===== src/hw/rtl/weighted_median_location_macros.svh =====
// assertion macros shared by the weighted median location block
`ifndef WEIGHTED_MEDIAN_LOCATION_MACROS_SVH
`define WEIGHTED_MEDIAN_LOCATION_MACROS_SVH

// check that holds outside reset
`define WML_ASSERT(lbl, clk, rst, prop, msg) \
   lbl: assert property (@(posedge clk) disable iff (rst) prop) else $error(msg);

// check that also covers the reset cycles
`define WML_ASSERT_ALWAYS(lbl, clk, prop, msg) \
   lbl: assert property (@(posedge clk) prop) else $error(msg);

`endif


===== src/hw/rtl/wml_pkg.sv =====
// types, constants and widths shared by the weighted median location block
`timescale 1ns / 1ps

package wml_pkg;

   localparam int NUM_POSITIONS = 32768;
   localparam int ADDR_W        = $clog2(NUM_POSITIONS);

   localparam int POS_W    = 15;
   localparam int WEIGHT_W = 16;
   localparam int BIN_W    = 32;
   localparam int TOTAL_W  = 48;
   localparam int COST_W   = 63;
   localparam int MAG_W    = TOTAL_W + 1;
   localparam int PROD_W   = WEIGHT_W + ADDR_W;

   localparam int QUEUE_DEPTH = 4;
   localparam int QPTR_W      = $clog2(QUEUE_DEPTH);

   localparam logic [BIN_W-1:0]   BIN_MAX   = {BIN_W{1'b1}};
   localparam logic [TOTAL_W-1:0] TOTAL_MAX = {TOTAL_W{1'b1}};
   localparam logic [COST_W-1:0]  COST_MAX  = {COST_W{1'b1}};

   localparam logic [ADDR_W-1:0] LAST_ADDR   = ADDR_W'(NUM_POSITIONS - 1);
   localparam logic [ADDR_W-1:0] PENULT_ADDR = ADDR_W'(NUM_POSITIONS - 2);

   localparam logic CMD_LOAD   = 1'b0;
   localparam logic CMD_FINISH = 1'b1;

   typedef struct packed {
      logic                cmd;
      logic [POS_W-1:0]    position;
      logic [WEIGHT_W-1:0] weight;
   } wml_req_type;

   typedef struct packed {
      logic [POS_W-1:0]  best_position;
      logic [COST_W-1:0] min_cost;
      logic              saturated;
   } wml_rsp_type;

   // classified item handed from the front part to the back part
   typedef struct packed {
      logic                finish;
      logic [ADDR_W-1:0]   addr;
      logic [WEIGHT_W-1:0] weight;
   } wml_item_type;

   typedef struct packed {
      logic clearing;
      logic walking;
   } wml_stat_type;

endpackage


===== src/hw/rtl/wml_front.sv =====
// front part: accepts request beats, drops out-of-range loads, queues the rest
`timescale 1ns / 1ps

module wml_front import wml_pkg::*; (
   input  logic         clock,
   input  logic         reset,
   input  logic         req_push,
   input  wml_req_type  req_data,
   output logic         req_full,
   input  logic         hold,
   output logic         q_valid,
   output wml_item_type q_item,
   input  logic         q_pop
);

   wml_item_type        q_ff [QUEUE_DEPTH];
   logic [QPTR_W-1:0]   wr_ptr_ff, wr_ptr_in;
   logic [QPTR_W-1:0]   rd_ptr_ff, rd_ptr_in;
   logic [QPTR_W:0]     count_ff, count_in;
   wml_item_type        item_in;
   logic                accept;
   logic                in_range;
   logic                enq;
   logic                deq;

   assign req_full = (count_ff == (QPTR_W + 1)'(QUEUE_DEPTH)) || hold;
   assign accept   = req_push && !req_full;
   assign in_range = 32'(req_data.position) < 32'(NUM_POSITIONS);
   assign enq      = accept && ((req_data.cmd == CMD_FINISH) || in_range);
   assign q_valid  = (count_ff != '0);
   assign deq      = q_pop && q_valid;
   assign q_item   = q_ff[rd_ptr_ff];

   always_comb begin
      item_in.finish = (req_data.cmd == CMD_FINISH);
      item_in.addr   = ADDR_W'(req_data.position);
      item_in.weight = req_data.weight;
      wr_ptr_in      = enq ? wr_ptr_ff + QPTR_W'(1) : wr_ptr_ff;
      rd_ptr_in      = deq ? rd_ptr_ff + QPTR_W'(1) : rd_ptr_ff;
      count_in       = count_ff;
      if (enq && !deq) begin
         count_in = count_ff + (QPTR_W + 1)'(1);
      end else if (deq && !enq) begin
         count_in = count_ff - (QPTR_W + 1)'(1);
      end
   end

   always_ff @(posedge clock) begin
      if (enq) begin
         q_ff[wr_ptr_ff] <= item_in;
      end
      if (reset) begin
         wr_ptr_ff <= '0;
         rd_ptr_ff <= '0;
         count_ff  <= '0;
      end else begin
         wr_ptr_ff <= wr_ptr_in;
         rd_ptr_ff <= rd_ptr_in;
         count_ff  <= count_in;
      end
   end

endmodule


===== config.mk =====
export PLATFORM = sky130hd
export DESIGN_NAME = wml_front
export DESIGN_NICKNAME = d
export VERILOG_FILES = /design/src/hw/rtl/weighted_median_location_macros.svh /design/src/hw/rtl/wml_pkg.sv /design/src/hw/rtl/wml_front.sv
export SDC_FILE = /design/constraint.sdc
export NUM_CORES = 1
export LEC_CHECK = 0
export ABC_AREA = 1
export BUFFER_PORTS_ARGS = -buffer_cell sky130_fd_sc_hd__buf_2
export CAP_MARGIN = 20
export CORE_MARGIN = 2
export CORE_UTILIZATION = 25
export CTS_BUF_LIST = sky130_fd_sc_hd__clkbuf_8 sky130_fd_sc_hd__clkbuf_16
export DETAILED_ROUTE_END_ITERATION = 7
export PLACE_DENSITY_LB_ADDON = 0.08
export SLEW_MARGIN = 20
export SYNTH_ARGS = -nofsm -noshare
export SYNTH_HDL_FRONTEND = slang
export SYNTH_SLANG_ARGS = --single-unit

===== constraint.sdc =====
create_clock -name clock -period 2.4 [get_ports clock]
set_input_delay 0.48 -clock clock [delete_from_list [all_inputs] [get_ports clock]]
set_output_delay 0.48 -clock clock [all_outputs]
set_load 0.1 [all_outputs]

==> results.toml <==
[critical_path]
worst_ep_required_time_ps = 1920
path_cells = "inv_8 -> nor2_1 -> o22ai_2 -> buf_4"
cp_max_fo = 64
cp-end-kind = "primary output"
critPathBufInv = 2
cpPeakStageDelay_ps = 370
critPathLaunchType = "register"
critPathSlowestCell = "dfxtp_2"
worstPathArrival_ps = 1790
critPathKind = "register to primary output"
crit_family = "buffers and inverters"

[final_layout]
nets = 511
drive_above_1_share = 0.331
areaGrowthSynthToFinish_pct = 32.4

[power]
powerDensity_nw_per_um2 = 1370
ir_worst_vdd_uv = 735
p_leak_uw = 0.00249

[clock_tree]
cts_root_buf = "clkbuf_16"
postCtsSetupRepairBufs = 0
cts.sinks = 137
numCtsBuffers = 17
clk_latency_ps = 420
clk_pin_slew_ps = 60
cts_tree = "built"
h-tree-depth = 4
hold_buffers = 0
clockBufferDepth = 2

[routing]
wire_per_inst_um = 16.9
avgViaCountPerCell = 4.35
routed_wl_um = 12800
drc = 0
first_pass_iters = 4
final_antenna_net_count = 0
dr_total_vias = 3296
drt_first_iter_violations = 138

[synth]
syn_area_per_cell_um2 = 13.8
synthTopCellsByArea = "edfxtp_1 (73%), nor2_1 (5.3%), o22ai_1 (3.8%), o21ai_0 (3.5%), dfxtp_1 (3.4%)"
synth_top_area_cell = "edfxtp_1"
synthCells = 382
synthesis.nets = 425
yosys_warnings = 0
synthDistinctLibCells = 22
ys_ff_latch = 137
syn-cell-area_um2 = 5290
synth_top_area_share = 0.727
ys_seq_area_frac = 0.761

[floorplanning]
core_um2 = 20900
dieArea_um2 = 22300
rows = 53
die_x_um = 149
io_pins = 71
initial_core_util = 0.253
fp.dieH_um = 149

[place]
gp_congestion = 0.681
dp_hpwl_um = 7740
dpl_worst_slack_ps = 407
numPortBuffers = 70

[timing]
rsz0062_at_grt = "false"
worst_clock_skew_ps = 7.71
relSlewSlack = 0.676
drv_slew = 0
hold_violations = 0
period_needed_ps = 2270
period_share = 0.947
worst_pin_slew_ps = 490
hold_ws_ps = 278
tns_ps = 0
clock.fmax_ghz = 0.440
worst_slack_ps = 128
setup_viol = 0

[global_routing]
grt_max_degree = 65
antenna_found_initial = 2
grt_pass1_vias = 3423
grt_pass1_wl_um = 19800
grt-ovfl-total = 0
grt_util_all_layers = 0.121

[worst_hold_path]
hp-class = "input pin to register"

[job]
max-cap-violations = 0

[outcome]
outcome = "finished, final reports clean"
-- where the power goes --
part           total (uW)  switching [uW]  internal, uW  leakage [uW]
combinational        3860            2970           891      0.000947
sequential           2850            78.9          2780       0.00124
clock                2850            1010          1850      0.000311
-- flip-flops by register name (all words and copies together), names as in the netlist, named ones only --
register,cells
count_ff,3
q_ff,128
rd_ptr_ff,2
wr_ptr_ff,2
-- metal layers --
layer	up-vias	GRT usage	part of all wire	wire length [um]
met1	1644	0.153	0.45	5790
met5	-	0	0	0
met2	65	0.195	0.48	6140
met3	11	0.0404	0.053	674
met4	0	0.0414	0.012	159
li1	1576	-	-	-
-- placed cells by master, fill, tap and decap left out, types with 2 or more instances in the layout --
cell type / instances
edfxtp_1: 128
nor2_1: 71
buf_2: 38
o21ai_0: 37
o22ai_2: 32
buf_4: 31
o21ai_1: 28
inv_1: 19
nand2_1: 17
clkbuf_16: 17
clkbuf_4: 10
dfxtp_1: 7
buf_12: 7
ha_1: 5
bufinv_16: 5
nor2_4: 4
clkinv_4: 4
nand3_1: 3
a21oi_1: 3
clkinvlp_4: 3
nand4_1: 2
dfxtp_2: 2
-- cell usage after synthesis --
| cell type | count |
|---|---|
| nand3_1 | 3 |
| buf_4 | 3 |
| a21oi_1 | 3 |
| nand4_1 | 2 |
| o21ai_0 | 37 |
| buf_2 | 6 |
| nand2_1 | 17 |
| ha_1 | 5 |
| edfxtp_1 | 128 |
| o22ai_1 | 32 |
| inv_8 | 1 |
| inv_2 | 1 |
| o21ai_1 | 28 |
| fa_1 | 1 |
| nor2_2 | 1 |
| dfxtp_1 | 9 |
| nor2_1 | 75 |
| nand3_2 | 1 |
| inv_1 | 18 |
| buf_6 | 9 |
| xor2_1 | 1 |
| clkbuf_1 | 1 |
-- what timing repair did --
item                       in CTS  in global routing
gates resized for setup        15                 10
cloned                          0                  0
setup endpoints to repair      15                 10
-- worst paths after layout --
path,start,to,slack (ps),depth (start not counted)
worst min register to register,rd_ptr_ff[0],rd_ptr_ff[0],510,2
worst max register to register,count_ff[0],count_ff[2],540,13
worst max-delay path,register,q_item[2],130,4
worst min-delay path,req_data[4],q_ff[1][4],280,1
-- cell families (layout without fill, tap and decap cells) --
kind of cell | count (synthesis) | count (layout) | share of synthesized area
adders and majority gates | 6 | 6 | 0.0156
buffers and inverters | 39 | 138 | 0.0455
DFF | 137 | 137 | 0.761
other | 0 | 1 | 0
and+or+nand+nor | 99 | 99 | 0.0736
AOI/OAI and AO/OA | 100 | 100 | 0.102
xor gates and xnor gates | 1 | 1 | 0.00166
-- stage by stage --
| stage | std cells | instance area [um^2] | total power (uW) | util |
|---|---|---|---|---|
| floorplan | 382 | 5490 | 5930 | - |
| global placement | 724 | 6280 | 6700 | 0.301 |
| detailed placement | 724 | 6280 | 6710 | 0.301 |
| CTS | 756 | 6970 | 9680 | 0.334 |
| global route | 756 | 6990 | 9980 | 0.335 |
| finish | 757 | 7000 | 9560 | 0.335 |
-- layout make-up --
| class | count | area, um^2 |
|---|---|---|
| fill | 2049 | 13900 |
| sequential | 137 | 4030 |
| multi-input combinational | 206 | 1250 |
| timing repair buffer | 86 | 638 |
| clock buffer | 17 | 425 |
| tap | 275 | 344 |
| clock inverter | 15 | 225 |
| inverter | 20 | 82.6 |
| antenna | 1 | 2.50 |
No activity file was read; power rests on OpenSTA's default activity.
